### src/rtl/fsgr_ram.sv
// Generic simple dual-port RAM with registered read.
// One write port and one read port; no dependencies.
module fsgr_ram #(
  parameter int WIDTH = 8,
  parameter int DEPTH = 256,
  localparam int AW = (DEPTH > 1) ? $clog2(DEPTH) : 1
) (
  input  logic             clk,
  input  logic             we,
  input  logic [AW-1:0]    waddr,
  input  logic [WIDTH-1:0] wdata,
  input  logic [AW-1:0]    raddr,
  output logic [WIDTH-1:0] rdata
);

  logic [WIDTH-1:0] mem [DEPTH];

  // Write and registered read
  always_ff @(posedge clk) begin
    if (we) begin
      mem[waddr] <= wdata;
    end
    rdata <= mem[raddr];
  end

endmodule

### config.mk
export PLATFORM = sky130hd
export DESIGN_NAME = fsgr_ram
export DESIGN_NICKNAME = d
export VERILOG_FILES = /design/src/rtl/fsgr_ram.sv
export SDC_FILE = /design/constraint.sdc
export NUM_CORES = 2
export LEC_CHECK = 0
export BUFFER_PORTS_ARGS = -buffer_cell sky130_fd_sc_hd__buf_4
export CAP_MARGIN = 30
export CORE_ASPECT_RATIO = 0.75
export CORE_MARGIN = 2
export CORE_UTILIZATION = 59
export CTS_CLUSTER_SIZE = 40
export DETAILED_ROUTE_END_ITERATION = 8
export PLACE_DENSITY = 0.87
export SYNTH_ARGS = -nofsm -noshare
export SYNTH_HDL_FRONTEND = slang
export SYNTH_SLANG_ARGS = --single-unit
### constraint.sdc
create_clock -name clk -period 6.7 [get_ports clk]
set_input_delay 0.67 -clock clk [delete_from_list [all_inputs] [get_ports clk]]
set_output_delay 0.67 -clock clk [all_outputs]
set_load 0.005 [all_outputs]
After elaboration in Yosys (flattened, before gate mapping):

Memory sizes are Yosys's and may differ from the RTL's. A register that Yosys moved wholly into a read port is not among the register bits.
Index checks and enable logic that the tools add are counted.

* register bits: 0
* bits in writable memories: 2048
* input port bits: 26
* memories: 1

Memories
* mem: depth 256, width 8, rd ports 1, clocked after Yosys merged registers in 1, wr ports 1, line 16 `logic [WIDTH-1:0] mem [DEPTH];`

* muxes and demuxes: 2

Operators with widths (count)
* 1-bit 2-to-1 mux: 2

Logic depth before layout (Yosys ltp):

* word-level depth: 2
* mapped depth: 11

Least setup slack after synthesis:

No wires, ideal clock.

* kind: input port to flip-flop
* from: input port raddr[0]
* to: register rdata[2] (read register of mem)
* arrival time: 2477 ps
* slack: 4092 ps
* stages: 9
* buffers on the path: 4
* cell sequence: buf_6 > buf_12 > buf_8 > buf_2 > mux4_2 > a22oi_1 > a21oi_1 > nor4_1 > nor4_2

RTL lines
* from (decl): line 12 `input logic [AW-1:0] raddr,`
* to (decl): line 13 `output logic [WIDTH-1:0] rdata`

==> results.ini <==
[status]
status = completed

[floorplanning]
die_w_um = 428
fp.dieArea_um2 = 138000
placementRows = 116
fp.dieH_um = 322
core_um2 = 134000
io-pin-count = 34
start_util_pct = 59.5

[clock_tree]
clkSlewWorstSetupHoldPaths_ns = 0.07
ctsResizeCount = 0
cts_root_buf = clkbuf_16
clock_path_buffers = 3
htreeDepth = 4
cts_hold_buf = 0
clock-sinks = 2056
cts_buffers = 174
cts_setup_buffers = 0
cts_tree = yes
clock_latency_ns = 0.83

[pwr]
ir_drop_uv = 395
switching_power_mw = 5.68
pwr_density_cell_nw_per_um2 = 294
p_seq_share_pct = 55.2
p_leak_nw = 26.8
total_power_mw = 25.7
swShare_pct = 22.1
internal_power_mw = 20.0
power_frac_clock_pct = 39.7
combPwrFrac_pct = 5.1

[synth]
yosys_register_bits = 2056
syn_area_um2 = 79600
netlist.area_leader.share_pct = 77.3
yosysTopAreaCell = edfxtp_1
synthArstFlopShare_pct = 0
yosysSeqAreaShare_pct = 77.5
ys_warn_count = 0
synth_edf_count = 2048
postSynthAreaPerCell_um2 = 21.3
synth_ff_type = edfxtp_1
syn_inst = 3733
synth.area.top_cells = edfxtp_1, mux4_2, mux2i_1
synthDistinctLibCells = 55
syn_nets = 3759

[worst_setup_path]
r2r_start = mem[211][3]
worstPathArrival_ns = 4.59
critPathMaxFanout = 83
path_class = in2reg
r2r_end = rdata[3]
startpoint_type = primary input
reg2reg_slack_ns = 3.67
required_ns = 7.42
reg2regPathDepth = 6
end_kind = flop

[layout]
syn2layout_area_growth_pct = 9.95
layout_common_cells = edfxtp_1, mux4_2, nor2_1
layout.nets = 3844
drive_above_1_share_pct = 22.2
final_common_cell = edfxtp_1
final_core_util_pct = 65.4

[min_path]
min_from = wdata[0]
whs_path_depth = 1
hold_end = mem[228][0]
min_path_type = in2reg

[grt]
grt_usage_pct = 30.7
met3_usage_pct = 9.57
overflow = 0
busiest_layer = met2
grt_max_degree = 210
grt_pass1_vias = 41307
met1_usage_pct = 41.6
met2_usage_pct = 47.0
grt_first_pass_wirelength_um = 301000
antenna_found_initial = 10

[placed_design]
post-dp-hpwl_um = 118000
place_congestion = 0.891
io_buffers = 33
place_ws_ns = 2.18

[detailed_routing]
drt_iter0_drc = 8541
firstDrtPassIters = 9
avgRoutedWirePerCell_um = 37.1
wirelength_um = 213000
vias = 42206
vias_per_cell = 7.35
final_antenna_net_count = 0
drc = 0

[timing]
period_share_pct = 57.8
max_slew_margin_pct = 11.1
clock_skew_ns = 0.0411
rsz0062_at_grt = no
min_period_ns = 3.87
worstMarginPinSlew_ns = 1.33
hold_slack_ns = 0.293
max_freq_mhz = 258
hold_viol_final = 0
setup_viol = 0
setup_tns_ns = 0
slew_violations = 0
layout_setup_ws_ns = 2.83

[flow_run]
cap_violations = 0

==> power by group through the flow <==
stage | combinational [mW] | clock, mW | sequential (mW)
after detailed placement | 1.23 | 0 | 14.5
after floorplan | 0.689 | 0 | 14.5
after global routing | 1.34 | 10.6 | 14.2
after CTS | 1.26 | 10.2 | 14.2
final | 1.31 | 10.2 | 14.2
after global placement | 1.18 | 0 | 14.5
==> Yosys cell counts (5+ instances only) <==
cell type / instances
a211oi_1: 16
a21oi_1: 96
a221oi_1: 13
a22o_1: 8
a22oi_1: 133
and2_1: 6
buf_1: 22
buf_12: 8
buf_2: 31
buf_4: 27
buf_6: 21
buf_8: 13
clkbuf_1: 111
dfxtp_1: 8
edfxtp_1: 2048
mux2i_1: 134
mux4_2: 454
nand2_1: 33
nand2b_1: 8
nand3_1: 34
nand4_1: 10
nor2_1: 282
nor2b_1: 31
nor3_1: 22
nor4_1: 24
o211ai_1: 10
o21ai_0: 10
o221ai_1: 46
o22a_1: 5
o22ai_1: 28
==> critical path, cell delays in order <==
cell	delay (ns)
buf_8	0.58
buf_4	0.77
mux4_2	0.41
o22a_1	0.16
o21ai_0	0.16
a2111oi_1	1.01
nor3_1	0.31
nor4_1	0.36
==> area by class of cell <==
type,count,area (µm²)
tap,1770,2210
timing repair buffer,142,1470
antenna,10,25.0
sequential,2056,61700
clock inverter,93,840
inverter,2,7.51
fill,7773,46200
multi-input combinational,1442,16500
clock buffer,227,4720
==> cell families after synthesis <==
kind of cell | Yosys count | synth area share (%)
flops | 2056 | 77.5
simple gates | 466 | 2.63
mux | 591 | 14.6
compound gates | 385 | 3.42
buf+inv | 235 | 1.83
==> how the worst max path moves through the flow <==
stage	start	to	cells past startpoint
3_5_place_dp	raddr[0]	rdata[7]	8
3_3_place_gp	raddr[0]	rdata[0]	7
4_1_cts	raddr[0]	rdata[7]	8
2_1_floorplan	raddr[0]	rdata[2]	9
6_report	raddr[1]	rdata[4]	8
5_1_grt	raddr[0]	rdata[7]	9
==> flip-flops by register name, summed over array words and instances (netlist names) <==
name	cells
rdata	8
mem	2048
==> per-stage QoR <==
step                cell area [µm²]  std cells
floorplan                     79600       3733
global placement              81400       5382
detailed placement            81600       5396
CTS                           87200       5716
global route                  87500       5735
finish                        87500       5742
==> metal layers <==
| layer | up-vias | wire, µm |
|---|---|---|
| met4 | 6 | 10300 |
| li1 | 15841 | - |
| met1 | 21328 | 70500 |
| met2 | 4282 | 98800 |
| met3 | 749 | 33400 |
| met5 | - | 37 |
Note: power is estimated with default switching activity, not from simulation.
