==> src/rtl/fsgr_pkg.sv <==
// Package for the font strike glyph row renderer.
// Holds shared types, item codes and fixed field widths.
// No dependencies.
package fsgr_pkg;

  // Width of the shared adder: wide enough for any strike byte address
  localparam int ALU_W = 17;

  // Input item kinds
  localparam logic [1:0] KIND_STRIKE = 2'd0;
  localparam logic [1:0] KIND_OFFSET = 2'd1;
  localparam logic [1:0] KIND_DRAW   = 2'd2;

  // Configuration register indexes
  localparam logic [2:0] REG_FIRST_CODE   = 3'd0;
  localparam logic [2:0] REG_LAST_CODE    = 3'd1;
  localparam logic [2:0] REG_ROW_STRIDE   = 3'd2;
  localparam logic [2:0] REG_GLYPH_HEIGHT = 3'd3;
  localparam logic [2:0] REG_SCALE_X      = 3'd4;
  localparam logic [2:0] REG_SCALE_Y      = 3'd5;

  // Configuration register file contents
  typedef struct packed {
    logic [12:0] first_code;
    logic [12:0] last_code;
    logic [10:0] row_stride;
    logic [5:0]  glyph_height;
    logic [6:0]  scale_x;
    logic [6:0]  scale_y;
  } cfg_t;

  // Request to the shared adder: a + b, or a - b when sub is set
  typedef struct packed {
    logic [ALU_W-1:0] a;
    logic [ALU_W-1:0] b;
    logic             sub;
  } alu_req_t;

  // Adder answer; carry set on subtract means a >= b
  typedef struct packed {
    logic [ALU_W-1:0] sum;
    logic             carry;
  } alu_rsp_t;

endpackage

==> src/rtl/fsgr_cfg.sv <==
// Configuration register file behind the APB-style port.
// Depends on fsgr_pkg; presents all registers as one cfg_t.
module fsgr_cfg
  import fsgr_pkg::*;
(
  input  logic        clk,
  input  logic        rst_n,
  input  logic        psel,
  input  logic        penable,
  input  logic        pwrite,
  input  logic [4:0]  paddr,
  input  logic [31:0] pwdata,
  output logic [31:0] prdata,
  output logic        pready,
  output cfg_t        cfg
);

  cfg_t       cfg_r;
  cfg_t       cfg_nxt;
  logic       wr_en;
  logic [2:0] reg_idx;

  assign pready  = 1'b1;
  assign reg_idx = paddr[4:2];
  assign wr_en   = psel && penable && pwrite;
  assign cfg     = cfg_r;

  // Decode writes
  always_comb begin
    cfg_nxt = cfg_r;
    if (wr_en) begin
      case (reg_idx)
        REG_FIRST_CODE:   cfg_nxt.first_code   = pwdata[12:0];
        REG_LAST_CODE:    cfg_nxt.last_code    = pwdata[12:0];
        REG_ROW_STRIDE:   cfg_nxt.row_stride   = pwdata[10:0];
        REG_GLYPH_HEIGHT: cfg_nxt.glyph_height = pwdata[5:0];
        REG_SCALE_X:      cfg_nxt.scale_x      = pwdata[6:0];
        REG_SCALE_Y:      cfg_nxt.scale_y      = pwdata[6:0];
        default:          cfg_nxt = cfg_r;
      endcase
    end
  end

  // Read mux
  always_comb begin
    case (reg_idx)
      REG_FIRST_CODE:   prdata = {19'd0, cfg_r.first_code};
      REG_LAST_CODE:    prdata = {19'd0, cfg_r.last_code};
      REG_ROW_STRIDE:   prdata = {21'd0, cfg_r.row_stride};
      REG_GLYPH_HEIGHT: prdata = {26'd0, cfg_r.glyph_height};
      REG_SCALE_X:      prdata = {25'd0, cfg_r.scale_x};
      REG_SCALE_Y:      prdata = {25'd0, cfg_r.scale_y};
      default:          prdata = 32'd0;
    endcase
  end

  // Hold registers, load reset values
  always_ff @(posedge clk) begin
    if (!rst_n) begin
      cfg_r.first_code   <= 13'd0;
      cfg_r.last_code    <= 13'd255;
      cfg_r.row_stride   <= 11'd256;
      cfg_r.glyph_height <= 6'd16;
      cfg_r.scale_x      <= 7'd3;
      cfg_r.scale_y      <= 7'd3;
    end else begin
      cfg_r <= cfg_nxt;
    end
  end

endmodule

==> config.mk <==
export PLATFORM = sky130hd
export DESIGN_NAME = fsgr_cfg
export DESIGN_NICKNAME = d
export VERILOG_FILES = /design/src/rtl/fsgr_pkg.sv /design/src/rtl/fsgr_cfg.sv
export SDC_FILE = /design/constraint.sdc
export NUM_CORES = 1
export LEC_CHECK = 0
export BUFFER_PORTS_ARGS = -buffer_cell sky130_fd_sc_hd__buf_2
export CAP_MARGIN = 40
export CORE_MARGIN = 8
export CORE_UTILIZATION = 47
export CTS_CLUSTER_DIAMETER = 150
export DETAILED_ROUTE_END_ITERATION = 6
export HOLD_SLACK_MARGIN = 0.05
export PLACE_DENSITY_LB_ADDON = 0.2
export SLEW_MARGIN = 30
export SYNTH_ARGS = -nofsm -noshare
export SYNTH_HDL_FRONTEND = slang
export SYNTH_SLANG_ARGS = --single-unit
==> constraint.sdc <==
create_clock -name clk -period 1.4 [get_ports clk]
set_input_delay 0.21 -clock clk [delete_from_list [all_inputs] [get_ports clk]]
set_output_delay 0.21 -clock clk [all_outputs]
set_load 0.05 [all_outputs]
# Word-level counts from Yosys, hierarchy flattened
# Index checks and enable logic that the tools add are counted.
[classes]
eq_ne = 5
mux = 1
reduce_logical = 9
[ops]
columns = ["operator", "n"]
rows = [
  ["$pmux 13 s6", 1],
  ["$reduce_and 2->1", 6],
  ["$eq 3x2->1 const B", 2],
  ["$eq 3x3->1 const B", 2],
  ["$eq 3x1->1 const B", 1],
  ["$logic_not 3->1", 1],
  ["$logic_and 1x1->1", 2],
]
[word_totals]
reg_bits = 57
input_bits = 42
output_inout_bits = 90
wordCells = 21

# Logic depth before layout (Yosys ltp)
[depth]
ltp_word = 3
depth_mapped = 7
ltp_nobuf = 3

# Worst setup path before layout
# No wires, ideal clock.
[synth_timing]
kind = "flip-flop to output port"
from = "register cfg_r (netlist bit cfg[16])"
to = "output prdata[2]"
arrival_ns = 1.926
path_slack_ns = -0.736
stages_incl_launch_ff = 4
n_path_buf = 0
cell_sequence = "dfxtp_1 mux2i_1 or2_2 a32oi_1"
[synth_via]
elab_chain_cells = 1
[synth_rtl]
columns = ["item", "line", "text"]
rows = [
  ["start, declared", "fsgr_cfg.sv:18", "cfg_t cfg_r;"],
  ["start signal, assigned", "fsgr_cfg.sv:67", "cfg_r <= cfg_nxt;"],
  ["$pmux 13 s6", "fsgr_cfg.sv:46", "case (reg_idx)"],
  ["end, declared", "fsgr_cfg.sv:13", "output logic [31:0] prdata,"],
]
# No other way between the ends.

# Worst setup path after layout
[layout_timing]
from = "register cfg_r (netlist bit cfg[11])"
to = "output prdata[4]"
# The elaborated chain is that of the path after synthesis.

==> results.ini <==
[status]
outcome=finished, violations left
violations=setup timing

[synth]
synth_cell_type_count=35
synthFlopType=dfxtp_1
ys.warnings.count=0
postSynth.asyncResetShare_pct=0
ys_seq_area_share_pct=39.3
netlist_instances=306
ys_top_cells_by_area=dfxtp_1 (39%), mux2i_1 (26%), nand2_1 (7.6%)
netlist.area_leader.share_pct=39.3
synth_edf_count=0
synth_top_cell_by_area=dfxtp_1
ys_ff_latch=57
syn-cell-area_um2=2900
avgSynthCellArea_um2=9.49

[grt]
grt_max_degree=34
overflow=0
grt_pass1_vias=2747
antenna_found_initial=0
grt.total_usage_pct=19.2
grt_pass1_wl_mm=13.7

[power_and_ir_drop]
power_density_nw_per_um2=925
ir_drop_mv=0.547
cellLeakagePower_nw=2.11

[detailed_routing]
totalWireLength_mm=8.80
drtPass1Iterations=4
drc=0
drtIter0Drc=136
wl_per_cell_um=17.0
viasPerCell=5.18
vias=2687
ant_nets=0

[setup_path]
r2r_cells=4
crit_type=reg -> out
crit_fanout=3
cp_cell_sequence=mux2i_1 > or3_1 > o221ai_4 > buf_6
cp_top_family=simple AND/OR/NAND/NOR gates
endpoint=prdata[4]
r2r-start=cfg[7]$_SDFFE_PN1P_
path_depth=4
rr_endpoint=cfg[7]$_SDFFE_PN1P_
critPathBufInv=1
crit_start=cfg[11]$_SDFFE_PN0P_
cp-start-kind=flop
cp_slowest_cell=or3_1
worstPathRequired_ns=1.19
cp.arrival_ns=1.36
crit_path_max_incr_delay_ns=0.36
rrSetupSlack_ns=0.53
endpoint_kind=output pin

[timing]
setup_viol=11
finalCritPeriodShare_pct=112
slew_viol_final=0
worst_slack_ns=-0.166
period_needed_ns=1.57
finClkSkew_ns=0
max_freq_mhz=639
hold_viol=0
setup_tns_ns=-1.01
rsz0062_at_grt=true
fin_hold_ws_ns=0.146

[die]
start_util_pct=48.7
coreArea_um2=5960
die_y_um=94.6
dieArea_um2=8950
ios=132
fp.dieW_um=94.6
rows=28

[clock_network]
cts_buffer_depth=2
root_buffer=clkbuf_8
insertion_delay_ns=0.33
clock_tree.htree_level_count=3
cts.sinks=57
hold_buffers=0
clkSlewWorstSetupHoldPaths_ns=0.07
cts_tree=yes
numCtsBuffers=9

[hold_path]
worstHoldPathType=in -> reg

[run]
drv_cap=0

[cells_and_area]
n_antenna_cell=0
drive_gt1_share_pct=56.1
final_area_um2=4330
final_common_cell=buf_2
nets=481
area_delta_synth_final_pct=49.3
largest_reg_flops=57
layout_common_cells=buf_2 (75), mux2i_1 (73), nand2_1 (57), buf_4 (52), dfxtp_2 (50)

[place]
placed_cell_area_um2=3790
port-buffer-count=90
post-dp-hpwl_mm=6.31
place_congestion=0.797

-- worst min-delay path: stages --
cell and delay (ns):
buf_2 0.10, nand2_1 0.07, mux2i_1 0.06
-- report_power, final --
group,internal (mW),switching [mW]
combinational,0.218,0.436
sequential,1.63,0.00989
clock,1.07,0.644
-- worst min path at each step --
stage                                       to            startpoint  slack (ns)  cells after the start
final                     cfg[43]$_SDFFE_PN0P_            pwdata[12]        0.15                      3
after detailed placement  cfg[43]$_SDFFE_PN0P_  cfg[43]$_SDFFE_PN0P_        0.46                      2
after CTS                 cfg[43]$_SDFFE_PN0P_            pwdata[12]        0.14                      3
after global placement    cfg[43]$_SDFFE_PN0P_  cfg[43]$_SDFFE_PN0P_        0.45                      2
after global routing      cfg[42]$_SDFFE_PN0P_            pwdata[11]        0.16                      3
after floorplan           cfg[51]$_SDFFE_PN0P_             pwdata[7]        0.36                      2
-- cells by family (layout without fill, tap and decap cells) --
kind of cell,Yosys count,in the layout,share of synthesized area (%)
flops,57,57,39.3
other cells,2,20,0.259
simple gates,103,103,17.6
mux,77,77,26.6
compound gates,19,19,5.39
buf+inv,48,168,10.8
-- through the flow --
step	total power, mW	setup WS (ns)	util (%)	instances
2_1_floorplan	2.17	-0.0272	-	324
3_3_place_gp	2.27	-0.190	63.7	484
6_report	4.01	-0.166	72.8	519
3_5_place_dp	2.28	-0.224	63.7	484
4_1_cts	4.02	-0.178	71.9	517
5_1_grt	4.13	-0.205	72.8	519
-- layer usage --
metal  GRT usage [%]  vias up  part of all wire [%]
met4            8.45        0                   1.6
met1            22.8     1298                    41
met5               0        -                     0
met2            31.5      105                    49
met3            5.56       12                   8.2
li1                -     1272                     -
-- cells in the mapped netlist (3+ instances only) --
cell type  count
a2bb2oi_1      4
buf_2          6
buf_4         23
buf_6          3
clkbuf_1      10
dfxtp_1       57
inv_1          5
mux2i_1       75
nand2_1       59
nand2b_1       3
nand4b_1       5
nor2_1         5
nor2b_1       15
nor3_1         3
o211ai_1       4
o221ai_1       5
or3_1          3
-- final cells by class --
| class | count | area [µm²] |
|---|---|---|
| clock buffers | 15 | 196 |
| clock inverters | 1 | 30.0 |
| fillers | 449 | 1620 |
| inverters | 5 | 18.8 |
| multi-input cells | 219 | 1750 |
| flip-flops and latches | 57 | 1210 |
| well taps | 75 | 93.8 |
| repair buffers | 147 | 1040 |
-- what timing repair did --
| item | CTS | global route |
|---|---|---|
| hold endpoints to repair | 0 | 0 |
| pin swaps | 3 | 1 |
| buffers inserted | 17 | 2 |
| setup endpoints to repair | 13 | 13 |
| gates resized for setup | 40 | 13 |
Note: power is estimated with default switching activity, not from simulation.
