==> config.mk <==
export PLATFORM = sky130hd
export DESIGN_NAME = fsgr_core
export DESIGN_NICKNAME = d
export VERILOG_FILES = /design/src/rtl/fsgr_pkg.sv /design/src/rtl/fsgr_alu.sv /design/src/rtl/fsgr_core.sv
export SDC_FILE = /design/constraint.sdc
export NUM_CORES = 1
export LEC_CHECK = 0
export BUFFER_PORTS_ARGS = -buffer_cell sky130_fd_sc_hd__buf_2
export CORE_ASPECT_RATIO = 2
export CORE_MARGIN = 5
export CORE_UTILIZATION = 55
export DETAILED_ROUTE_END_ITERATION = 8
export PLACE_DENSITY_LB_ADDON = 0.25
export SETUP_SLACK_MARGIN = 0.15
export SYNTH_ARGS = -nofsm -noshare
export SYNTH_HDL_FRONTEND = slang
export SYNTH_SLANG_ARGS = --single-unit
==> constraint.sdc <==
create_clock -name clk -period 8.8 [get_ports clk]
set_input_delay 0 -clock clk [delete_from_list [all_inputs] [get_ports clk]]
set_output_delay 0 -clock clk [all_outputs]
set_load 0.05 [all_outputs]
==> src/rtl/fsgr_pkg.sv <==
// Package for the font strike glyph row renderer.
// Holds shared types, item codes and fixed field widths.
// No dependencies.
package fsgr_pkg;

  // Width of the shared adder: wide enough for any strike byte address
  localparam int ALU_W = 17;

  // Input item kinds
  localparam logic [1:0] KIND_STRIKE = 2'd0;
  localparam logic [1:0] KIND_OFFSET = 2'd1;
  localparam logic [1:0] KIND_DRAW   = 2'd2;

  // Configuration register indexes
  localparam logic [2:0] REG_FIRST_CODE   = 3'd0;
  localparam logic [2:0] REG_LAST_CODE    = 3'd1;
  localparam logic [2:0] REG_ROW_STRIDE   = 3'd2;
  localparam logic [2:0] REG_GLYPH_HEIGHT = 3'd3;
  localparam logic [2:0] REG_SCALE_X      = 3'd4;
  localparam logic [2:0] REG_SCALE_Y      = 3'd5;

  // Configuration register file contents
  typedef struct packed {
    logic [12:0] first_code;
    logic [12:0] last_code;
    logic [10:0] row_stride;
    logic [5:0]  glyph_height;
    logic [6:0]  scale_x;
    logic [6:0]  scale_y;
  } cfg_t;

  // Request to the shared adder: a + b, or a - b when sub is set
  typedef struct packed {
    logic [ALU_W-1:0] a;
    logic [ALU_W-1:0] b;
    logic             sub;
  } alu_req_t;

  // Adder answer; carry set on subtract means a >= b
  typedef struct packed {
    logic [ALU_W-1:0] sum;
    logic             carry;
  } alu_rsp_t;

endpackage

==> src/rtl/fsgr_alu.sv <==
// Shared add/subtract unit used by the glyph sequencer for its address and coordinate sums and code range compares.
// Depends on fsgr_pkg.
module fsgr_alu
  import fsgr_pkg::*;
(
  input  alu_req_t req,
  output alu_rsp_t rsp
);

  logic [ALU_W:0] full;

  // Add, or add the complement plus one for subtract
  always_comb begin
    full = {1'b0, req.a} + {1'b0, (req.sub ? ~req.b : req.b)} + {{ALU_W{1'b0}}, req.sub};
    rsp.sum   = full[ALU_W-1:0];
    rsp.carry = full[ALU_W];
  end

endmodule

==> src/rtl/fsgr_core.sv <==
// Glyph sequencer: takes items, loads the stores, walks glyph rows through the
// shared adder and drives the result register. Depends on fsgr_pkg, fsgr_alu.
module fsgr_core
  import fsgr_pkg::*;
#(
  parameter int STRIKE_BYTES   = 16384,
  parameter int OFFSET_ENTRIES = 512,
  parameter int MAX_WIDTH      = 32,
  parameter int MAX_HEIGHT     = 32,
  localparam int SAW = $clog2(STRIKE_BYTES),
  localparam int OAW = $clog2(OFFSET_ENTRIES)
) (
  input  logic               clk,
  input  logic               rst_n,
  input  cfg_t               cfg,
  // input item channel
  input  logic               in_valid,
  output logic               in_stall,
  input  logic [1:0]         in_kind,
  input  logic [13:0]        in_load_address,
  input  logic [15:0]        in_load_value,
  input  logic [12:0]        in_char_code,
  input  logic signed [15:0] in_x_origin,
  input  logic signed [15:0] in_y_origin,
  // result channel
  output logic               out_valid,
  input  logic               out_stall,
  output logic [4:0]         out_row_index,
  output logic signed [15:0] out_row_top,
  output logic signed [15:0] out_row_bottom,
  output logic signed [15:0] out_x_left,
  output logic [31:0]        out_pixel_mask,
  output logic [5:0]         out_glyph_width,
  output logic               out_last_row,
  // strike store
  output logic               st_we,
  output logic [SAW-1:0]     st_waddr,
  output logic [7:0]         st_wdata,
  output logic [SAW-1:0]     st_raddr,
  input  logic [7:0]         st_rdata,
  // offset store
  output logic               of_we,
  output logic [OAW-1:0]     of_waddr,
  output logic [15:0]        of_wdata,
  output logic [OAW-1:0]     of_raddr,
  input  logic [15:0]        of_rdata
);

  localparam int MAXW_SAT = (MAX_WIDTH > 64) ? 64 : MAX_WIDTH;
  localparam int HCAP     = (MAX_HEIGHT > 32) ? 32 : MAX_HEIGHT;
  localparam logic [ALU_W-1:0] STRIKE_LIM = ALU_W'(STRIKE_BYTES);
  localparam logic [13:0]      OFS_LIM    = 14'(OFFSET_ENTRIES);

  typedef enum logic [3:0] {
    S_IDLE, S_CHK_LO, S_CHK_HI, S_OFS0, S_OFS1, S_OFS2,
    S_WID, S_SETUP, S_BYTE, S_WAIT, S_BOT, S_EMIT
  } state_t;

  state_t             state_r, state_nxt;
  logic [12:0]        code_r, code_nxt;
  logic [15:0]        x_r, x_nxt;
  logic [15:0]        top_r, top_nxt;
  logic [15:0]        tnext_r, tnext_nxt;
  logic [15:0]        bot_r, bot_nxt;
  logic [13:0]        idx_r, idx_nxt;
  logic               oor_r, oor_nxt;
  logic [15:0]        start_r, start_nxt;
  logic [15:0]        next_r, next_nxt;
  logic [6:0]         width_r, width_nxt;
  logic [2:0]         nbytes_r, nbytes_nxt;
  logic [5:0]         height_r, height_nxt;
  logic [4:0]         row_r, row_nxt;
  logic [ALU_W-1:0]   rowaddr_r, rowaddr_nxt;
  logic [2:0]         k_r, k_nxt;
  logic               pend_r, pend_nxt;
  logic [2:0]         pend_k_r, pend_k_nxt;
  logic               pend_oob_r, pend_oob_nxt;
  logic [39:0]        win_r, win_nxt;
  logic               ov_r, ov_nxt;
  logic [4:0]         o_row_r, o_row_nxt;
  logic [15:0]        o_top_r, o_top_nxt;
  logic [15:0]        o_bot_r, o_bot_nxt;
  logic [15:0]        o_x_r, o_x_nxt;
  logic [31:0]        o_mask_r, o_mask_nxt;
  logic [5:0]         o_width_r, o_width_nxt;
  logic               o_last_r, o_last_nxt;

  alu_req_t           alu_req;
  alu_rsp_t           alu_rsp;
  logic               in_acc;
  logic               out_free;
  logic [39:0]        win_sh;
  logic [31:0]        mask_c;
  logic [5:0]         rd_w;
  logic [6:0]         nsum;
  logic               last_c;
  logic [7:0]         byte_c;

  fsgr_alu u_alu (
    .req (alu_req),
    .rsp (alu_rsp)
  );

  // Handshake and store writes
  assign in_stall = (state_r != S_IDLE);
  assign in_acc   = in_valid && !in_stall;
  assign out_free = !ov_r || !out_stall;

  assign st_we    = in_acc && (in_kind == KIND_STRIKE) && (ALU_W'(in_load_address) < STRIKE_LIM);
  assign st_waddr = SAW'(in_load_address);
  assign st_wdata = in_load_value[7:0];
  assign st_raddr = SAW'(alu_rsp.sum);

  assign of_we    = in_acc && (in_kind == KIND_OFFSET) && (in_load_address < OFS_LIM);
  assign of_waddr = OAW'(in_load_address);
  assign of_wdata = in_load_value;
  assign of_raddr = OAW'(idx_r);

  assign out_valid       = ov_r;
  assign out_row_index   = o_row_r;
  assign out_row_top     = o_top_r;
  assign out_row_bottom  = o_bot_r;
  assign out_x_left      = o_x_r;
  assign out_pixel_mask  = o_mask_r;
  assign out_glyph_width = o_width_r;
  assign out_last_row    = o_last_r;

  // Select adder operands for the current step
  always_comb begin
    alu_req = '0;
    case (state_r)
      S_CHK_LO: begin
        alu_req.a   = ALU_W'(code_r);
        alu_req.b   = ALU_W'(cfg.first_code);
        alu_req.sub = 1'b1;
      end
      S_CHK_HI: begin
        alu_req.a   = ALU_W'(cfg.last_code);
        alu_req.b   = ALU_W'(code_r);
        alu_req.sub = 1'b1;
      end
      S_OFS0: begin
        alu_req.a = ALU_W'(idx_r);
        alu_req.b = ALU_W'(1'b1);
      end
      S_WID: begin
        alu_req.a   = ALU_W'(next_r);
        alu_req.b   = ALU_W'(start_r);
        alu_req.sub = 1'b1;
      end
      S_BYTE: begin
        alu_req.a = rowaddr_r;
        alu_req.b = ALU_W'(k_r);
      end
      S_WAIT: begin
        alu_req.a = ALU_W'(top_r);
        alu_req.b = ALU_W'(cfg.scale_y);
      end
      S_BOT: begin
        alu_req.a   = ALU_W'(tnext_r);
        alu_req.b   = ALU_W'(1'b1);
        alu_req.sub = 1'b1;
      end
      S_EMIT: begin
        alu_req.a = rowaddr_r;
        alu_req.b = ALU_W'(cfg.row_stride);
      end
      default: alu_req = '0;
    endcase
  end

  // Extract the row mask: align the byte window to the glyph's first bit
  always_comb begin
    win_sh = win_r << start_r[2:0];
    for (int x = 0; x < 32; x++) begin
      mask_c[x] = win_sh[39-x] && (7'(x) < width_r);
    end
  end

  // Byte count per row and last-row flag
  always_comb begin
    rd_w   = (width_r > 7'd32) ? 6'd32 : width_r[5:0];
    nsum   = 7'(start_r[2:0]) + 7'(rd_w) + 7'd7;
    last_c = (6'(row_r) + 6'd1) == height_r;
    byte_c = pend_oob_r ? 8'd0 : st_rdata;
  end

  // Sequencer next state
  always_comb begin
    state_nxt    = state_r;
    code_nxt     = code_r;
    x_nxt        = x_r;
    top_nxt      = top_r;
    tnext_nxt    = tnext_r;
    bot_nxt      = bot_r;
    idx_nxt      = idx_r;
    oor_nxt      = oor_r;
    start_nxt    = start_r;
    next_nxt     = next_r;
    width_nxt    = width_r;
    nbytes_nxt   = nbytes_r;
    height_nxt   = height_r;
    row_nxt      = row_r;
    rowaddr_nxt  = rowaddr_r;
    k_nxt        = k_r;
    pend_nxt     = 1'b0;
    pend_k_nxt   = pend_k_r;
    pend_oob_nxt = pend_oob_r;
    win_nxt      = win_r;
    ov_nxt       = ov_r && out_stall;
    o_row_nxt    = o_row_r;
    o_top_nxt    = o_top_r;
    o_bot_nxt    = o_bot_r;
    o_x_nxt      = o_x_r;
    o_mask_nxt   = o_mask_r;
    o_width_nxt  = o_width_r;
    o_last_nxt   = o_last_r;

    // drop the pending strike byte into its window slot
    if (pend_r) begin
      case (pend_k_r)
        3'd0:    win_nxt[39:32] = byte_c;
        3'd1:    win_nxt[31:24] = byte_c;
        3'd2:    win_nxt[23:16] = byte_c;
        3'd3:    win_nxt[15:8]  = byte_c;
        3'd4:    win_nxt[7:0]   = byte_c;
        default: win_nxt = win_r;
      endcase
    end

    case (state_r)
      S_IDLE: begin
        if (in_acc && (in_kind == KIND_DRAW)) begin
          code_nxt  = in_char_code;
          x_nxt     = in_x_origin;
          top_nxt   = in_y_origin;
          state_nxt = S_CHK_LO;
        end
      end
      S_CHK_LO: begin
        idx_nxt   = alu_rsp.sum[13:0];
        state_nxt = alu_rsp.carry ? S_CHK_HI : S_IDLE;
      end
      S_CHK_HI: begin
        state_nxt = alu_rsp.carry ? S_OFS0 : S_IDLE;
      end
      S_OFS0: begin
        oor_nxt   = (idx_r >= OFS_LIM);
        idx_nxt   = alu_rsp.sum[13:0];
        state_nxt = S_OFS1;
      end
      S_OFS1: begin
        start_nxt = oor_r ? 16'd0 : of_rdata;
        oor_nxt   = (idx_r >= OFS_LIM);
        state_nxt = S_OFS2;
      end
      S_OFS2: begin
        next_nxt  = oor_r ? 16'd0 : of_rdata;
        state_nxt = S_WID;
      end
      S_WID: begin
        if (!alu_rsp.carry) begin
          width_nxt = 7'd0;
        end else if (alu_rsp.sum[15:0] > 16'(MAXW_SAT)) begin
          width_nxt = 7'(MAXW_SAT);
        end else begin
          width_nxt = alu_rsp.sum[6:0];
        end
        state_nxt = S_SETUP;
      end
      S_SETUP: begin
        nbytes_nxt  = (nsum[5:3] == 3'd0) ? 3'd1 : nsum[5:3];
        height_nxt  = (cfg.glyph_height > 6'(HCAP)) ? 6'(HCAP) : cfg.glyph_height;
        rowaddr_nxt = ALU_W'(start_r[15:3]);
        row_nxt     = 5'd0;
        k_nxt       = 3'd0;
        state_nxt   = (cfg.glyph_height == 6'd0) ? S_IDLE : S_BYTE;
      end
      S_BYTE: begin
        pend_nxt     = 1'b1;
        pend_k_nxt   = k_r;
        pend_oob_nxt = (alu_rsp.sum >= STRIKE_LIM);
        k_nxt        = k_r + 3'd1;
        if (k_r == (nbytes_r - 3'd1)) begin
          state_nxt = S_WAIT;
        end
      end
      S_WAIT: begin
        tnext_nxt = alu_rsp.sum[15:0];
        state_nxt = S_BOT;
      end
      S_BOT: begin
        bot_nxt   = alu_rsp.sum[15:0];
        state_nxt = S_EMIT;
      end
      S_EMIT: begin
        if (out_free) begin
          ov_nxt      = 1'b1;
          o_row_nxt   = row_r;
          o_top_nxt   = top_r;
          o_bot_nxt   = bot_r;
          o_x_nxt     = x_r;
          o_mask_nxt  = mask_c;
          o_width_nxt = width_r[5:0];
          o_last_nxt  = last_c;
          rowaddr_nxt = alu_rsp.sum;
          top_nxt     = tnext_r;
          row_nxt     = row_r + 5'd1;
          k_nxt       = 3'd0;
          state_nxt   = last_c ? S_IDLE : S_BYTE;
        end
      end
      default: state_nxt = S_IDLE;
    endcase
  end

  // Hold state and registered outputs
  always_ff @(posedge clk) begin
    if (!rst_n) begin
      state_r <= S_IDLE;
      pend_r  <= 1'b0;
      ov_r    <= 1'b0;
    end else begin
      state_r <= state_nxt;
      pend_r  <= pend_nxt;
      ov_r    <= ov_nxt;
    end
    code_r     <= code_nxt;
    x_r        <= x_nxt;
    top_r      <= top_nxt;
    tnext_r    <= tnext_nxt;
    bot_r      <= bot_nxt;
    idx_r      <= idx_nxt;
    oor_r      <= oor_nxt;
    start_r    <= start_nxt;
    next_r     <= next_nxt;
    width_r    <= width_nxt;
    nbytes_r   <= nbytes_nxt;
    height_r   <= height_nxt;
    row_r      <= row_nxt;
    rowaddr_r  <= rowaddr_nxt;
    k_r        <= k_nxt;
    pend_k_r   <= pend_k_nxt;
    pend_oob_r <= pend_oob_nxt;
    win_r      <= win_nxt;
    o_row_r    <= o_row_nxt;
    o_top_r    <= o_top_nxt;
    o_bot_r    <= o_bot_nxt;
    o_x_r      <= o_x_nxt;
    o_mask_r   <= o_mask_nxt;
    o_width_r  <= o_width_nxt;
    o_last_r   <= o_last_nxt;
  end

endmodule

Word-level counts from Yosys, hierarchy flattened
Cells that the tools add are included.
{ "word_totals": {"wordCells": 197, "inputBits": 162, "regBits": 307} }
{ "classes": {"magnitude_cmp": 38, "n_bitwise": 2, "shifts": 1, "reduce_logical": 66, "addsub": 8, "n_eq_ne": 22, "mux": 27} }
{ "ops": {"columns": ["cell", "count"], "rows": [
  ["$pmux 34 s8", 1],
  ["$lt 5x7->1 const A", 16],
  ["$lt 4x7->1 const A", 8],
  ["$mux 16", 3],
  ["$pmux 4 s12", 1],
  ["$shl 40x3->40", 1],
  ["$logic_and 1x1->1", 38],
  ["$mux 17", 2],
  ["$pmux 17 s2", 1],
  ["$pmux 16 s2", 1],
  ["$lt 3x7->1 const A", 4],
  ["$mux 4", 5],
  ["$add 17x17->18", 1],
  ["$add 18x1->18", 1],
  ["$reduce_and 2->1", 9],
  ["$ge 17x15->1 const B", 1],
  ["$not 17->17", 1],
  ["$eq 4x3->1 const B", 4],
  ["$eq 4x4->1 const B", 4],
  ["$gt 16x6->1 const B", 1],
  ["$ge 14x10->1 const B", 1],
  ["$lt 1x7->1 const A", 2],
  ["$lt 14x10->1 const B", 1],
  ["$lt 2x7->1 const A", 2],
  ["39 further kinds", 55]
]} }

Logic depth before layout (Yosys ltp)
{ "logic_depth": {"word_depth": 8, "mapped_depth": 18} }

Cells and area by module
Synthesis repeated with hierarchy kept, for this count alone.
{ "unflattened": {"cells_unflattened": 1151, "hier_area_um2": 14592.7} }
{ "modules_own_cells": {"columns": ["module", "seq_area_each_um2", "cells_per_inst", "n_inst", "area_each_um2"], "rows": [
  ["fsgr_core", 9128.8, 1011, 1, 13534.2],
  ["fsgr_alu", 0.0, 140, 1, 1058.5]
]} }

Least setup slack after synthesis
No wires, ideal clock.
{ "synth_path": {"path_kind": "register -> register", "startpoint": "reg state_r[0]", "endpoint": "reg row_r[0], enable pin", "required_ns": 8.444, "path_buffers": 3, "stages_incl_launch_ff": 7, "setup_ns": 0.356, "slack_ns": 2.049, "arrival_time_ns": 6.395, "path_cell_list": "dfxtp_1 -> buf_6 -> buf_2 -> nand3_1 -> clkbuf_1 -> a21oi_1 -> or2_2"} }
{ "synth_via": {"elab_chain_len": 3, "elab_cells_between_ends": 5, "classes_between": "3 x eq/ne; 2 x reduce/logical"} }
{ "synth_lines": {"columns": ["element", "line", "source"], "rows": [
  ["from (decl)", "fsgr_core.sv:59", "state_t state_r, state_nxt;"],
  ["from (signal assigned)", "fsgr_core.sv:324", "state_r <= state_nxt;"],
  ["$eq 4x4->1 or $eq 4x3->1 (tied branches)", "fsgr_core.sv:231", "case (state_r)"],
  ["$ne 2x2->1 (no source line) or $reduce_bool 2->1 (tied branches)", null, null],
  ["$reduce_and 2->1 (no source line) (*)", null, null],
  ["to (signal assigned)", "fsgr_core.sv:340", "row_r <= row_nxt;"],
  ["to (decl)", "fsgr_core.sv:72", "logic [4:0] row_r, row_nxt;"]
]} }
Mark *: on every way between the ends. The rest lies on a longest branch, timed or not.
A chain may end at the register's enable or synchronous reset.

Worst setup path in the final report
{ "layout_path": {"startpoint": "reg state_r[1]", "endpoint": "out st_raddr[13]"} }
{ "layout_via": {"elab_chain_len": 6, "elab_cells_between_ends": 15, "classes_between": "2 x add/sub; 8 x eq/ne; 3 x mux; 1 x bitwise; 1 x reduce/logical"} }
{ "layout_lines": {"columns": ["element", "line", "source"], "rows": [
  ["$eq 4x4->1, or another cell as far along", "fsgr_core.sv:131", "case (state_r)"],
  ["$pmux 34 s8 or $reduce_or 4->1 (tied branches)", null, null],
  ["$not 17->17 or $mux 1 (tied branches)", "fsgr_alu.sv:14, fsgr_core.sv:131", null],
  ["$mux 17", "fsgr_alu.sv:14", "full = {1'b0, req.a} + {1'b0, (req.sub ? ~req.b : req.b)} + {{ALU_W{1'b0}}, req.sub};"],
  ["$add 17x17->18", "fsgr_alu.sv:14", null],
  ["$add 18x1->18 (*)", "fsgr_alu.sv:14", null],
  ["to (decl)", "fsgr_core.sv:39", "output logic [SAW-1:0] st_raddr,"]
]} }
Marks and branches as above.

==> flow_metrics.tcl <==
set metrics [dict create \
    outcome "complete, no violations" \
    grt_pass1_wl_um 64500 \
    clock_sink_count 306 \
    yosysWarnings 0 \
    syn-cell-area_um2 14900 \
    finalCriticalPeriod_ps 5950 \
    hold_violations 0 \
    grt_use_met3_pct 3.61 \
    synthTopCellsByArea "edfxtp_1 60%, nand2_1 3.9%, buf_4 3.6%, mux2i_1 3.1%, a22oi_1 2.4%" \
    dp_worst_setup_slack_ps 2970 \
    die_w_um 126 \
    finalSetupViolCount 0 \
    drc 0 \
    drive_gt1_share_pct 24.6 \
    htree_levels 1 \
    cts_buffers 26 \
    synth_nets 1414 \
    synth_top_area_share_pct 60.4 \
    post_cts_buffers 0 \
    fin_crit_sh_pct 67.6 \
    regArea_um2 9130 \
    clkLatencyLatePin_ps 560 \
    cp_cell_sequence "buf_4 > nand2_1 > nor2_2 > buf_4 > nand2_1 > nand3_1 > xor2_1 > ha_1 > a211oi_1 > o21ai_0 > a221o_1 > mux2i_1 > o311ai_0 > nor2_1 > buf_2" \
    syn_avg_cell_area_um2 12.1 \
    crit_fanout 22 \
    ios 328 \
    critPathKind "register to primary output" \
    reg2reg_slack_ps 2890 \
    clk_pin_slew_ps 70 \
    ant_nets 0 \
    hold_depth 0 \
    grtUsageMet2_pct 54.0 \
    routabilityCongestion 0.965 \
    max_clock_freq_mhz 168 \
    cp_data_required_time_ps 8800 \
    rsz0062_at_grt "no" \
    coreArea_um2 26800 \
    worstHoldStart "in_load_value[13]" \
    grtUsageMet1_pct 25.1 \
    tightest_slew_ps 1180 \
    critPathCaptureType "primary output" \
    ys_ff_latch 306 \
    start_kind "register" \
    p_leak_nw 6.84 \
    drt_iter0_drc 765 \
    rows 85 \
    wirelength_um 43400 \
    cts_resized 0 \
    slew_headroom_pct 21.0 \
    holdWs_ps 0.0164 \
    fill_cells 2015 \
    final_common_cell "edfxtp_1" \
    synthArstFlopShare_pct 0 \
    antenna-diode-count 0 \
    max_cap_viol_count 0 \
    synth_edf_count 300 \
    syn_inst 1228 \
    critPathSlowestCell "dfxtp_1" \
    synth_cell_types 76 \
    top_register "win_r" \
    num_vias 10900 \
    fin_ws_ps 2850 \
    hold_end "of_wdata[13]" \
    mostFrequentLayoutCells "300 x edfxtp_1, 253 x buf_2, 155 x nand2_1" \
    numPortBuffers 253 \
    overflow 0 \
    synth_top_cell_by_area "edfxtp_1" \
    largest_reg_flops 39 \
    wire_per_inst_um 23.6 \
    fp.dieH_um 243 \
    yosysSeqAreaShare_pct 61.2 \
    skew_ps 13.8 \
    peakVddDrop_v 0.000193 \
    r2r-end "width_r[5]" \
    cts_buffer_depth 3 \
    grt_max_degree 57 \
    synthFlopType "edfxtp_1" \
    cts_hold_buf 77 \
    root_buffer "clkbuf_16" \
    hpwlAfterDp_um 31800 \
    gr-max-usage-layer "met2" \
    track_usage_pct 27.6 \
    die_area_um2 30700 \
    arrival_ps 5950 \
    setup_tns_ps 0 \
    multi_input_area_um2 4960 \
    slowest_delay_ps 820 \
    dr.pass1.iters 5 \
    cts_tree "yes" \
    via_per_inst 5.94 \
    min_path_type "primary input to primary output" \
    slew_viol_final 0 \
    powerDensity_nw_per_um2 171 \
    utilization_pct 66.0 \
    grt_pass1_vias 11500 \
    initial_utilization_pct 55.6 \
    antenna_found_initial 0 \
    syn_to_final_growth_pct 18.7 \
    rr_startpoint "state_r[1]" \
    worstRegToRegCells 18 \
    finalNetCount 1662 \
]
-- routing by layer --
metal,wire length (um),vias to the layer above
met1,13000,5275
met3,2370,158
li1,-,4995
met5,0,-
met2,24700,508
met4,3390,0
-- metrics by stage --
step           total power [mW]  cell area (um^2)  cells
5_1_grt                    3.11             17700   1842
2_1_floorplan              1.81             14900   1228
3_3_place_gp               1.83             16100   1719
6_report                   3.03             17700   1842
3_5_place_dp               1.83             16100   1719
4_1_cts                    3.04             17700   1842
-- synth_stat cells (8+ instances only) --
| master | count |
|---|---|
| o211ai_1 | 11 |
| nor2_1 | 76 |
| edfxtp_1 | 300 |
| nor2b_1 | 34 |
| xnor2_1 | 14 |
| inv_1 | 23 |
| and2_1 | 15 |
| ha_1 | 23 |
| nand3_1 | 33 |
| mux2i_1 | 46 |
| o21ai_0 | 34 |
| nand2_1 | 155 |
| clkbuf_1 | 46 |
| a221oi_1 | 9 |
| xor2_1 | 21 |
| buf_1 | 10 |
| a21oi_1 | 47 |
| buf_4 | 71 |
| a31oi_1 | 8 |
| a22oi_1 | 48 |
| mux2_2 | 24 |
| a211oi_1 | 18 |
| nor3_1 | 30 |
| a21o_1 | 10 |
-- critical path: cells and delay by family, from the launching register on --
kind,cells,cell delay (ps)
adders and majority gates,1,330
muxes,1,160
and+or+nand+nor,5,1590
buffers and inverters,3,1200
AOI/OAI and AO/OA,4,1120
DFF,1,820
xor gates and xnor gates,1,150
-- cell type report --
type | instances | area share (%)
inverter | 24 | 0.509
timing repair buffer | 353 | 12.5
multi-input combinational | 765 | 28.0
clock buffer | 32 | 3.92
clock inverter | 14 | 1.03
tap | 348 | 2.46
sequential | 306 | 51.6
-- worst max path at each step --
stage	startpoint	endpoint	cells past startpoint	slack, ps
6_report	state_r[1]	st_raddr[13]	15	2850
5_1_grt	state_r[1]	width_r[5]	18	2510
4_1_cts	state_r[1]	st_raddr[13]	15	2880
3_5_place_dp	state_r[1]	width_r[5]	18	2970
3_3_place_gp	state_r[1]	width_r[5]	18	3040
2_1_floorplan	state_r[0]	row_r[0]	6	2050
-- report_power, final --
group          switching (mW)  total (mW)  internal (mW)
Clock                   0.522        1.20          0.681
Sequential             0.0104        1.61           1.60
Combinational           0.127       0.213         0.0856
Total                   0.660        3.03           2.37
-- cells by family (layout without fill, tap and decap cells) --
family / after synthesis / count (layout) / share of synthesized area [%]
muxes: 70 / 70 / 4.90
other: 1 / 1 / 0.0252
and+or+nand+nor: 397 / 397 / 12.7
adders and majority gates: 24 / 24 / 2.06
xor gates and xnor gates: 35 / 35 / 2.06
DFF: 306 / 306 / 61.2
buffers and inverters: 157 / 423 / 5.83
AOI/OAI and AO/OA: 238 / 238 / 11.2
(Power assumes the default switching activity.)
